--- src/hw/rtl/ssq_pkg.sv ---
// Shared types, widths and codes of the stable sorted priority queue.
package ssq_pkg;

	localparam int QUEUE_DEPTH = 16;
	localparam int KEY_BITS    = 27;
	localparam int TAG_BITS    = 16;
	localparam int COUNT_BITS  = $clog2(QUEUE_DEPTH + 1);

	// input tdata layout: entry_key, entry_tag
	localparam int S_KEY_LSB   = 0;
	localparam int S_TAG_LSB   = S_KEY_LSB + KEY_BITS;
	localparam int S_USED_BITS = S_TAG_LSB + TAG_BITS;
	localparam int S_DATA_BITS = ((S_USED_BITS + 7) / 8) * 8;

	// output tdata layout: popped_key, popped_tag, head_valid, head_key, head_tag, entry_count
	localparam int M_PKEY_LSB  = 0;
	localparam int M_PTAG_LSB  = M_PKEY_LSB + KEY_BITS;
	localparam int M_HVAL_LSB  = M_PTAG_LSB + TAG_BITS;
	localparam int M_HKEY_LSB  = M_HVAL_LSB + 1;
	localparam int M_HTAG_LSB  = M_HKEY_LSB + KEY_BITS;
	localparam int M_CNT_LSB   = M_HTAG_LSB + TAG_BITS;
	localparam int M_USED_BITS = M_CNT_LSB + COUNT_BITS;
	localparam int M_DATA_BITS = ((M_USED_BITS + 7) / 8) * 8;

	localparam int STATUS_BITS = 2;
	localparam int M_USER_BITS = 8;

	typedef logic [KEY_BITS-1:0]   key_t;
	typedef logic [TAG_BITS-1:0]   tag_t;
	typedef logic [COUNT_BITS-1:0] count_t;

	typedef enum logic {
		CMD_PUSH = 1'b0,
		CMD_POP  = 1'b1
	} cmd_t;

	typedef enum logic [STATUS_BITS-1:0] {
		ST_OK    = 2'd0,
		ST_FULL  = 2'd1,
		ST_EMPTY = 2'd2
	} status_t;

	// commands from the controller to the datapath
	typedef struct packed {
		logic latch;    // capture the accepted input transaction
		logic compare;  // register the slot compare vector
		logic apply;    // update the slots and the result register
	} ssq_ctl_t;

endpackage

--- src/hw/rtl/ssq_ctrl.sv ---
// Sequencer of the queue: accept, compare, apply, and the output valid flag.
module ssq_ctrl (
	input  logic             clk,
	input  logic             arst_n,
	input  logic             s_tvalid,
	output logic             s_tready,
	output logic             m_tvalid,
	input  logic             m_tready,
	output ssq_pkg::ssq_ctl_t ctl
);
	import ssq_pkg::*;

	typedef enum logic [1:0] {
		IDLE,
		COMPARE,
		APPLY
	} state_t;

	state_t state_q;
	logic   out_valid_q;
	logic   apply_go;

	// apply only when the result register is free or being drained
	assign apply_go    = (state_q == APPLY) && (!out_valid_q || m_tready);
	assign s_tready    = (state_q == IDLE);
	assign m_tvalid    = out_valid_q;
	assign ctl.latch   = s_tvalid && (state_q == IDLE);
	assign ctl.compare = (state_q == COMPARE);
	assign ctl.apply   = apply_go;

	// hold state and the output valid flag
	always_ff @(posedge clk or negedge arst_n) begin
		if (!arst_n) begin
			state_q     <= IDLE;
			out_valid_q <= 1'b0;
		end else begin
			unique case (state_q)
				IDLE: begin
					if (s_tvalid) state_q <= COMPARE;
				end
				COMPARE: begin
					state_q <= APPLY;
				end
				APPLY: begin
					if (apply_go) state_q <= IDLE;
				end
				default: begin
					state_q <= IDLE;
				end
			endcase
			if (apply_go) begin
				out_valid_q <= 1'b1;
			end else if (m_tready) begin
				out_valid_q <= 1'b0;
			end
		end
	end

endmodule

--- src/hw/rtl/ssq_datapath.sv ---
// Sorted slot array with parallel compare, insert and shift, and the result register.
module ssq_datapath (
	input  logic                             clk,
	input  logic                             arst_n,
	input  ssq_pkg::ssq_ctl_t                ctl,
	input  logic                             cfg_wr_en,
	input  logic                             cfg_wr_data,
	input  logic [ssq_pkg::S_DATA_BITS-1:0]  s_tdata,
	input  logic                             s_tuser,
	output logic [ssq_pkg::M_DATA_BITS-1:0]  m_tdata,
	output logic [ssq_pkg::M_USER_BITS-1:0]  m_tuser
);
	import ssq_pkg::*;

	cmd_t    cmd_q;
	key_t    key_q;
	tag_t    tag_q;
	logic    asc_q;
	count_t  count_q;
	key_t    slot_key_q [QUEUE_DEPTH];
	tag_t    slot_tag_q [QUEUE_DEPTH];
	logic [QUEUE_DEPTH-1:0] stop_s1;

	status_t status_q;
	key_t    popped_key_q;
	tag_t    popped_tag_q;

	logic [QUEUE_DEPTH-1:0] at_or_after;
	logic [QUEUE_DEPTH-1:0] first_at;
	key_t    prev_key [QUEUE_DEPTH];
	tag_t    prev_tag [QUEUE_DEPTH];
	key_t    next_key [QUEUE_DEPTH];
	tag_t    next_tag [QUEUE_DEPTH];
	logic    is_full;
	logic    is_empty;
	logic    push_ok;
	logic    pop_ok;
	logic    head_valid;
	key_t    head_key;
	tag_t    head_tag;

	// true when a new key must go behind a held key
	function automatic logic goes_behind(input logic asc, input key_t held, input key_t fresh);
		if (asc) return held <= fresh;
		return held >= fresh;
	endfunction

	// capture the accepted transaction
	always_ff @(posedge clk) begin
		if (ctl.latch) begin
			cmd_q <= cmd_t'(s_tuser);
			key_q <= s_tdata[S_KEY_LSB +: KEY_BITS];
			tag_q <= s_tdata[S_TAG_LSB +: TAG_BITS];
		end
	end

	// compare the fresh key against every slot; unused slots always stop the scan
	always_ff @(posedge clk) begin
		if (ctl.compare) begin
			for (int i = 0; i < QUEUE_DEPTH; i++) begin
				stop_s1[i] <= !((count_q > COUNT_BITS'(i)) &&
					goes_behind(asc_q, slot_key_q[i], key_q));
			end
		end
	end

	// find the insert slot and the shifted neighbors
	always_comb begin
		for (int i = 0; i < QUEUE_DEPTH; i++) begin
			at_or_after[i] = |(stop_s1 & ({QUEUE_DEPTH{1'b1}} >> (QUEUE_DEPTH - 1 - i)));
		end
		first_at = at_or_after & ~{at_or_after[QUEUE_DEPTH-2:0], 1'b0};
		prev_key[0] = key_q;
		prev_tag[0] = tag_q;
		for (int i = 1; i < QUEUE_DEPTH; i++) begin
			prev_key[i] = slot_key_q[i-1];
			prev_tag[i] = slot_tag_q[i-1];
		end
		next_key[QUEUE_DEPTH-1] = slot_key_q[QUEUE_DEPTH-1];
		next_tag[QUEUE_DEPTH-1] = slot_tag_q[QUEUE_DEPTH-1];
		for (int i = 0; i < QUEUE_DEPTH - 1; i++) begin
			next_key[i] = slot_key_q[i+1];
			next_tag[i] = slot_tag_q[i+1];
		end
	end

	assign is_full  = (count_q == COUNT_BITS'(QUEUE_DEPTH));
	assign is_empty = (count_q == '0);
	assign push_ok  = (cmd_q == CMD_PUSH) && !is_full;
	assign pop_ok   = (cmd_q == CMD_POP) && !is_empty;

	// insert after ties, or advance every slot toward the head on pop
	always_ff @(posedge clk) begin
		if (ctl.apply) begin
			for (int i = 0; i < QUEUE_DEPTH; i++) begin
				if (push_ok && first_at[i]) begin
					slot_key_q[i] <= key_q;
					slot_tag_q[i] <= tag_q;
				end else if (push_ok && at_or_after[i]) begin
					slot_key_q[i] <= prev_key[i];
					slot_tag_q[i] <= prev_tag[i];
				end else if (pop_ok) begin
					slot_key_q[i] <= next_key[i];
					slot_tag_q[i] <= next_tag[i];
				end
			end
		end
	end

	// result register: status and the removed entry
	always_ff @(posedge clk) begin
		if (ctl.apply) begin
			if (cmd_q == CMD_PUSH) begin
				status_q <= is_full ? ST_FULL : ST_OK;
			end else begin
				status_q <= is_empty ? ST_EMPTY : ST_OK;
			end
			popped_key_q <= pop_ok ? slot_key_q[0] : '0;
			popped_tag_q <= pop_ok ? slot_tag_q[0] : '0;
		end
	end

	// fill count and order bit
	always_ff @(posedge clk or negedge arst_n) begin
		if (!arst_n) begin
			count_q <= '0;
			asc_q   <= 1'b0;
		end else begin
			if (ctl.apply && push_ok) begin
				count_q <= count_q + COUNT_BITS'(1);
			end else if (ctl.apply && pop_ok) begin
				count_q <= count_q - COUNT_BITS'(1);
			end
			if (cfg_wr_en) asc_q <= cfg_wr_data;
		end
	end

	// the slots only change while the result register is free or being drained, so the head reads live
	assign head_valid = !is_empty;
	assign head_key   = head_valid ? slot_key_q[0] : '0;
	assign head_tag   = head_valid ? slot_tag_q[0] : '0;

	always_comb begin
		m_tdata = '0;
		m_tdata[M_PKEY_LSB +: KEY_BITS]   = popped_key_q;
		m_tdata[M_PTAG_LSB +: TAG_BITS]   = popped_tag_q;
		m_tdata[M_HVAL_LSB]               = head_valid;
		m_tdata[M_HKEY_LSB +: KEY_BITS]   = head_key;
		m_tdata[M_HTAG_LSB +: TAG_BITS]   = head_tag;
		m_tdata[M_CNT_LSB +: COUNT_BITS]  = count_q;
		m_tuser = '0;
		m_tuser[STATUS_BITS-1:0] = status_q;
	end

endmodule

--- src/hw/rtl/stable_sorted_priority_queue_unit.sv ---
// Top level of the stable sorted priority queue: sequencer plus slot datapath.
//
//  channel  direction  handshake          payload
//  s_*      in         s_tvalid/s_tready  tdata: entry_key, entry_tag; tuser: cmd
//  m_*      out        m_tvalid/m_tready  tdata: popped_key .. entry_count; tuser: status
//  cfg_*    in         cfg_wr_en          cfg_wr_data: ascending_order
//
// An item passes through three steps: accept, a registered compare of all slots against
// the key, then the insert or shift; the result is valid the cycle after that.
// The next item is accepted while a result waits; its update step stalls until
// the output register is taken. Reset clears the count and the order bit; slot
// contents are not cleared and no clearing pass is needed.
module stable_sorted_priority_queue_unit (
	input  logic                             clk,
	input  logic                             arst_n,
	input  logic                             cfg_wr_en,
	input  logic                             cfg_wr_data,
	input  logic                             s_tvalid,
	output logic                             s_tready,
	input  logic [ssq_pkg::S_DATA_BITS-1:0]  s_tdata,  // entry_key, entry_tag, zero pad
	input  logic                             s_tuser,  // cmd
	output logic                             m_tvalid,
	input  logic                             m_tready,
	output logic [ssq_pkg::M_DATA_BITS-1:0]  m_tdata,  // popped_key, popped_tag, head_valid,
	                                                   // head_key, head_tag, entry_count, pad
	output logic [ssq_pkg::M_USER_BITS-1:0]  m_tuser   // status, zero pad
);
	import ssq_pkg::*;

	ssq_ctl_t ctl;

	ssq_ctrl u_ctrl (
		.clk      (clk),
		.arst_n   (arst_n),
		.s_tvalid (s_tvalid),
		.s_tready (s_tready),
		.m_tvalid (m_tvalid),
		.m_tready (m_tready),
		.ctl      (ctl)
	);

	ssq_datapath u_datapath (
		.clk         (clk),
		.arst_n      (arst_n),
		.ctl         (ctl),
		.cfg_wr_en   (cfg_wr_en),
		.cfg_wr_data (cfg_wr_data),
		.s_tdata     (s_tdata),
		.s_tuser     (s_tuser),
		.m_tdata     (m_tdata),
		.m_tuser     (m_tuser)
	);

endmodule

--- config.mk ---
export PLATFORM = sky130hd
export DESIGN_NAME = stable_sorted_priority_queue_unit
export DESIGN_NICKNAME = d
export VERILOG_FILES = /design/src/hw/rtl/ssq_pkg.sv /design/src/hw/rtl/ssq_ctrl.sv /design/src/hw/rtl/ssq_datapath.sv /design/src/hw/rtl/stable_sorted_priority_queue_unit.sv
export SDC_FILE = /design/constraint.sdc
export NUM_CORES = 2
export LEC_CHECK = 0
export ABC_AREA = 1
export BUFFER_PORTS_ARGS = -buffer_cell sky130_fd_sc_hd__buf_2
export CAP_MARGIN = 5
export CORE_ASPECT_RATIO = 2
export CORE_UTILIZATION = 40
export DETAILED_ROUTE_END_ITERATION = 6
export PLACE_DENSITY_LB_ADDON = 0.05
export SLEW_MARGIN = 20
export SYNTH_ARGS = -nofsm -noshare
export SYNTH_HDL_FRONTEND = slang
export SYNTH_SLANG_ARGS = --single-unit
--- constraint.sdc ---
create_clock -name clk -period 5.6 [get_ports clk]
set_input_delay 1.12 -clock clk [delete_from_list [all_inputs] [get_ports clk]]
set_output_delay 1.12 -clock clk [all_outputs]
set_load 0.01 [all_outputs]
Yosys cells after proc, flatten, opt, wreduce, memory -nomap -nowiden. Memories as Yosys holds them, arrays and structs flattened. Index checks and enable logic that the tools add are counted.

Memories kept: 2. Bits in registers: 114. Logic and storage cells: 532. Output and inout bits: 106. Bits in writable memories: 688. Input bits: 55.

Memories: u_datapath.slot_key_q (depth 16, bits a word 27, read ports 16, clocked after Yosys merged registers in 0, wr ports 16, RTL line ssq_datapath.sv:20) `key_t slot_key_q [QUEUE_DEPTH];`; u_datapath.slot_tag_q (depth 16, bits a word 16, read ports 16, clocked after Yosys merged registers in 0, wr ports 16, RTL line ssq_datapath.sv:21) `tag_t slot_tag_q [QUEUE_DEPTH];`.

Reductions and logical operators: 94. Add/subtract/negate cells: 2. Eq/ne operators: 5. Muxes and demuxes: 303. Bitwise logic cells: 67. Order comparisons: 48.

Operators with widths (count): two-way mux 27 bit (33); two-way mux 16 bit (33); greater-or-equal comparator 27 bit (16); less-or-equal comparator 27 bit (16); two-way mux 1 bit (230); bitwise OR 1 bit (64); logical AND 1 bit (54); greater-than comparator 5 x 4 -> 1 bit, second input constant (8); greater-than comparator 5 x 3 -> 1 bit, second input constant (4); logical NOT 1 bit (19); AND 16 bit (1); NOT 16 bit (1); OR reduction 16 bit (1); OR reduction 15 bit (1); OR reduction 14 bit (1); OR reduction 13 bit (1); OR reduction 12 bit (1); OR reduction 11 bit (1); greater-than comparator 5 x 1 -> 1 bit, second input constant (2); greater-than comparator 5 x 2 -> 1 bit, second input constant (2); two-way mux 5 bit (2); OR reduction 10 bit (1); OR reduction 9 bit (1); two-way mux 2 bit (4); 21 further kinds (22).

Logic depth before layout (Yosys ltp).
Depth after elaboration: 10. Depth in mapped cells: 13. Mapped depth without buffers: 12.

Modules after synthesis. From an unflattened synthesis, not the netlist that was laid out.

Cell total of the unflattened synthesis: 6031. Area total of the unflattened synthesis: 50773.7 um^2.

By module, submodules not included: ssq_datapath (cells an instance 6012, times used 1, area each 50623.6 um^2, seq. area each 23963.0 um^2); ssq_ctrl (cells an instance 19, times used 1, area each 150.1 um^2, seq. area each 75.1 um^2).

Least setup slack after synthesis. Ideal clock, no wire load.

Path type: input to register. From: input s_tvalid. To: register u_datapath.cmd_q (enable). Data arrival time: 4.338 ns. Buffers on the path: 0. Data required time: 5.091 ns. Stages: 1. Setup time: 0.509 ns. Path slack: 0.753 ns. Path through: nor3b_1.

Longest elaborated chain between the ends: 1.

Ends and longest elaborated chain: start, declared (RTL line stable_sorted_priority_queue_unit.sv:18) `input logic s_tvalid,`; logical AND 1 bit (RTL line ssq_ctrl.sv:27) `assign ctl.latch = s_tvalid && (state_q == IDLE);`; end signal, assigned (RTL line ssq_datapath.sv:51) `cmd_q <= cmd_t'(s_tuser);`; end, declared (RTL line ssq_datapath.sv:15) `cmd_t cmd_q;`.

No other way between the ends. A chain may end at the register's enable or synchronous reset.

==> results list <==
- The hold violation count in the final report was 0.
* Post-detailed-route wirelength per cell: 20.97 µm
- Vias per Instance: 5.402
- From synthesis to final layout, the design area changed by 9.317%.
* Net count of the finished layout: 6723
- M3 GR Usage: 1.989%
* Clock-pin slew on the worst setup and hold paths: 0.06 ns
* Async set-or-reset flop fraction in the synthesized netlist: 1.122%
- Post-layout minimum cycle time: 3.856 ns
* Number of cells traversed by the worst register-to-register path: 10
- Setup slack of the most critical reg-to-reg path: 1.74 ns
- Number of H-tree levels: 3
- Once routing completed, OpenROAD measured the worst setup slack at 1.744 ns.
- In this run, the number of DRC markers left after iteration 0 of detailed routing was 3328.
- Ys flop type: sky130_fd_sc_hd__edfxtp_1
* Count of hold buffers inserted by post-cts repair: 0
* Max-cap check violation count: 0
* Highest-delay cell along the critical path: sky130_fd_sc_hd__buf_4
- First-pass DRT Iterations: 6
- The layout has 12840 filler cells.
* Root Buffer Master: sky130_fd_sc_hd__clkbuf_16
- Endpoint of the most critical register-to-register path: u_datapath.slot_key_q[1][187]$_DFFE_PP_
* CP Data Arrival Time: 4.19 ns
* Warnings from Yosys: 0
- Registers take 24040 µm².
- Synthesis instantiated 44 different standard cells from the library.
* Max IR drop VDD: 0.3273 mV
* Delay contributed by the slowest stage of the critical path: 0.53 ns
* Number of clock sinks: 802
- Along the worst path, the maximum fanout reaches 73.
- Of the cells placed in the final design, the portion with a size suffix greater than 1 is 6.691%.
* Via count of the first global-routing pass: 42782
- At the later pin of the worst-skew pair, clock insertion delay measures 0.69 ns.
* Category of cells accounting for the largest share of critical-path delay: buffers and inverters
- Dpl hpwl: 122.7 mm
- For this run, design rule violations remaining after detail routing come to 0.
- Cell types with the largest area share after synthesis: sky130_fd_sc_hd__edfxtp_1 (46%), sky130_fd_sc_hd__nand2_1 (15%), sky130_fd_sc_hd__ha_1 (11%)
- Count of input and output buffers: 145
* Final number of max-transition violations: 0
- Worst hold slack: 0.3230 ns
* Class of the tightest hold or removal check: primary input to async pin
- Power spread over the standard cell area amounts to 410.3 nW/µm².
- Wire length of the first global-routing pass: 254.7 mm
- Setup repair after global routing left no endpoint under its margin.
- Number of standard-cell rows in the floorplan: 186
- Required time of the worst setup path: 5.93 ns
- CP Launch Type: register
- Worst slack at placement: 1.553 ns
* Buffers plus inverters on the worst setup path: 4
* Routing layer with the top usage in global route: met2
- Clock Tree Buf Depth: 3
- The initial antenna violation count was 1.
* Die outline height: 512.2 µm
* P_leak: 0.02491 µW
- Layout Cells excl Fill: 7985
- Pin count of the biggest net entering global routing: 143
* Clock skew after layout: 0.01973 ns
* Crit. End Element: register
- Effective utilization at floorplan: 40.45%
* Global routing met1 resource utilization: 30.43%
- FF-to-FF Start: u_datapath.count_q[0]$_DFFE_PN0P_
- Worst-Margin Slew: 1.048 ns
- Cells after synthesis: 6246
- Worst relative slew slack: 30.06%
- The flow ran to the end, and the final reports show no timing, DRC or antenna violations.
* Post-synth EDFFs: 793
- The routed design has 167.4 mm of wire.
- The core region is 128700 µm².
- 161 I/O pins were placed.
* Total overflow reported by the global router: 0
* Critical path's most frequent cell: sky130_fd_sc_hd__buf_4
- Number of post-CTS setup repair buffers: 0
- Share of the synthesized area in the top cell type: 45.75%
- Post-Syn Area per Cell: 8.334 µm²
- Top cells by instance count after synthesis: sky130_fd_sc_hd__nand2_1 (2060), sky130_fd_sc_hd__edfxtp_1 (793), sky130_fd_sc_hd__nand3_1 (455)
* Overall track demand over capacity in global routing: 25.14%
* Count of nets left with antenna violations after detail routing: 0
- The die covers 131700 µm².
- Counting tap cells, the placed design contains a total of 7839 instances.
- Cell with the most instances after synthesis: sky130_fd_sc_hd__nand2_1
- Final sum of negative setup slack: 0 ns
* Pwr Total: 23350 µW
- Cell breakdown of the critical path: inv_1 > ha_1 > nand3_1 > nand2_1 > nor2_4 > buf_12 > nand2_4 > buf_4 > nand2_2 > buf_4
- Of the synthesized area, sequential elements account for 46.18%.
- The worst setup path is of the register to register kind.
- Flip-flop and latch count after synthesis: 802
- Achievable clock frequency: 0.2593 GHz
- At the end of routability-driven placement, the weighted congestion stood at 0.8751.
* Area of combinational cells with multiple inputs: 24750 µm²
- Cell type contributing the most total cell area after synthesis: sky130_fd_sc_hd__edfxtp_1
- The routed layout has 43131 vias.
- Die extent in x: 257.1 µm
* Number of CTS-inserted buffers: 82
- Met2 layer usage reported by global route: 46.00%
* Post-CTS Resized: 0
* Final clock period utilization by the worst path: 68.87%
- Combined area of all synthesized cells: 52050 µm²
- Clock tree from TritonCTS: yes
- Number of setup violations in the final report: 0
## layout by cell type (no fill, tap or decap), types with 10 or more instances in the layout
cell and count:
sky130_fd_sc_hd__inv_1 425, sky130_fd_sc_hd__nand4_1 121, sky130_fd_sc_hd__a21o_1 29, sky130_fd_sc_hd__ha_1 437, sky130_fd_sc_hd__o21ai_1 11, sky130_fd_sc_hd__nand3b_1 225, sky130_fd_sc_hd__bufinv_16 10, sky130_fd_sc_hd__buf_2 145
sky130_fd_sc_hd__nand3_1 455, sky130_fd_sc_hd__o211ai_1 88, sky130_fd_sc_hd__nand2_1 2044, sky130_fd_sc_hd__o21ai_0 216, sky130_fd_sc_hd__buf_4 92, sky130_fd_sc_hd__clkbuf_1 10, sky130_fd_sc_hd__a31oi_1 87, sky130_fd_sc_hd__conb_1 10
sky130_fd_sc_hd__a21oi_1 384, sky130_fd_sc_hd__clkinv_2 16, sky130_fd_sc_hd__clkinv_1 38, sky130_fd_sc_hd__clkbuf_16 82, sky130_fd_sc_hd__edfxtp_1 793, sky130_fd_sc_hd__nand2_2 27, sky130_fd_sc_hd__nor3_1 35, sky130_fd_sc_hd__nor2_1 436
## metrics by stage
| stage | util (%) | instance area [µm²] |
|---|---|---|
| finish | 44.21 | 56900 |
| global route | 44.21 | 56900 |
| CTS | 44.20 | 56890 |
| detailed placement | 42.12 | 54210 |
| global placement | 42.12 | 54210 |
| floorplan | - | 52090 |
## cell families after synthesis
kind of cell	share of synthesized area (%)
AO/OA/AOI/OAI	8.807
XOR/XNOR	0.06730
adder cells (fa/ha/maj)	10.50
buffers and inverters	6.493
flip-flops	46.18
other	0.007204
AND/OR/NAND/NOR	27.94
## power breakdown
part / switching, µW / internal [µW] / leakage (µW)
combinational: 5410 / 2600 / 0.0162
sequential: 920 / 8610 / 0.00741
clock: 2620 / 3180 / 0.00132
## how the worst max path moves through the flow
| stage | startpoint | endpoint | slack (ns) | cells after the start |
|---|---|---|---|---|
| after floorplan | s_tvalid | u_datapath.cmd_q$_DFFE_PP_ | 0.75 | 1 |
| after global placement | m_tready | u_datapath.slot_tag_q[1][4]$_DFFE_PP_ | 1.59 | 11 |
| after detailed placement | m_tready | u_datapath.slot_key_q[1][184]$_DFFE_PP_ | 1.55 | 10 |
| after CTS | u_datapath.count_q[0]$_DFFE_PN0P_ | u_datapath.slot_key_q[0][187]$_DFFE_PP_ | 1.72 | 9 |
| after global routing | u_datapath.count_q[0]$_DFFE_PN0P_ | u_datapath.slot_key_q[0][186]$_DFFE_PP_ | 1.47 | 9 |
| final | u_datapath.count_q[0]$_DFFE_PN0P_ | u_datapath.slot_key_q[1][187]$_DFFE_PP_ | 1.74 | 10 |
## per-layer routing
layer  part of all wire (%)  vias up  routed length (µm)
li1                       -    21308                   -
met1                     41    20483               68530
met2                     52     1117               86630
met3                    4.0      223                6635
met4                    3.3        0                5606
met5                      0        -                   0
## area by class of cell
cell class | instances | share of cell area, %
Antenna cell | 1 | 0.004398
Clock buffer | 93 | 3.696
Clock inverter | 52 | 1.016
Inverter | 455 | 3.015
Multi-Input combinational cell | 4644 | 43.50
Sequential cell | 802 | 42.25
Tap cell | 1692 | 3.721
Timing Repair Buffer | 246 | 2.806
## flip-flops by register name (all words and copies together) (netlist names)
| name | flops |
|---|---|
| u_ctrl.m_tvalid | 1 |
| u_ctrl.state_q | 2 |
| u_datapath.asc_q | 1 |
| u_datapath.cmd_q | 1 |
| u_datapath.count_q | 5 |
| u_datapath.key_q | 27 |
| u_datapath.popped_key_q | 27 |
| u_datapath.popped_tag_q | 16 |
| u_datapath.slot_key_q | 432 |
| u_datapath.slot_tag_q | 256 |
| u_datapath.status_q | 2 |
| u_datapath.stop_s1 | 16 |
| u_datapath.tag_q | 16 |
## worst reg2reg max path: cells and delay by family (launching register included)
family	cells	cell delay [ns]
fa+ha+maj	1	0.29
buf+inv	4	1.42
flops	1	0.48
simple gates	5	1.24
No activity file was read; power rests on OpenSTA's default activity.
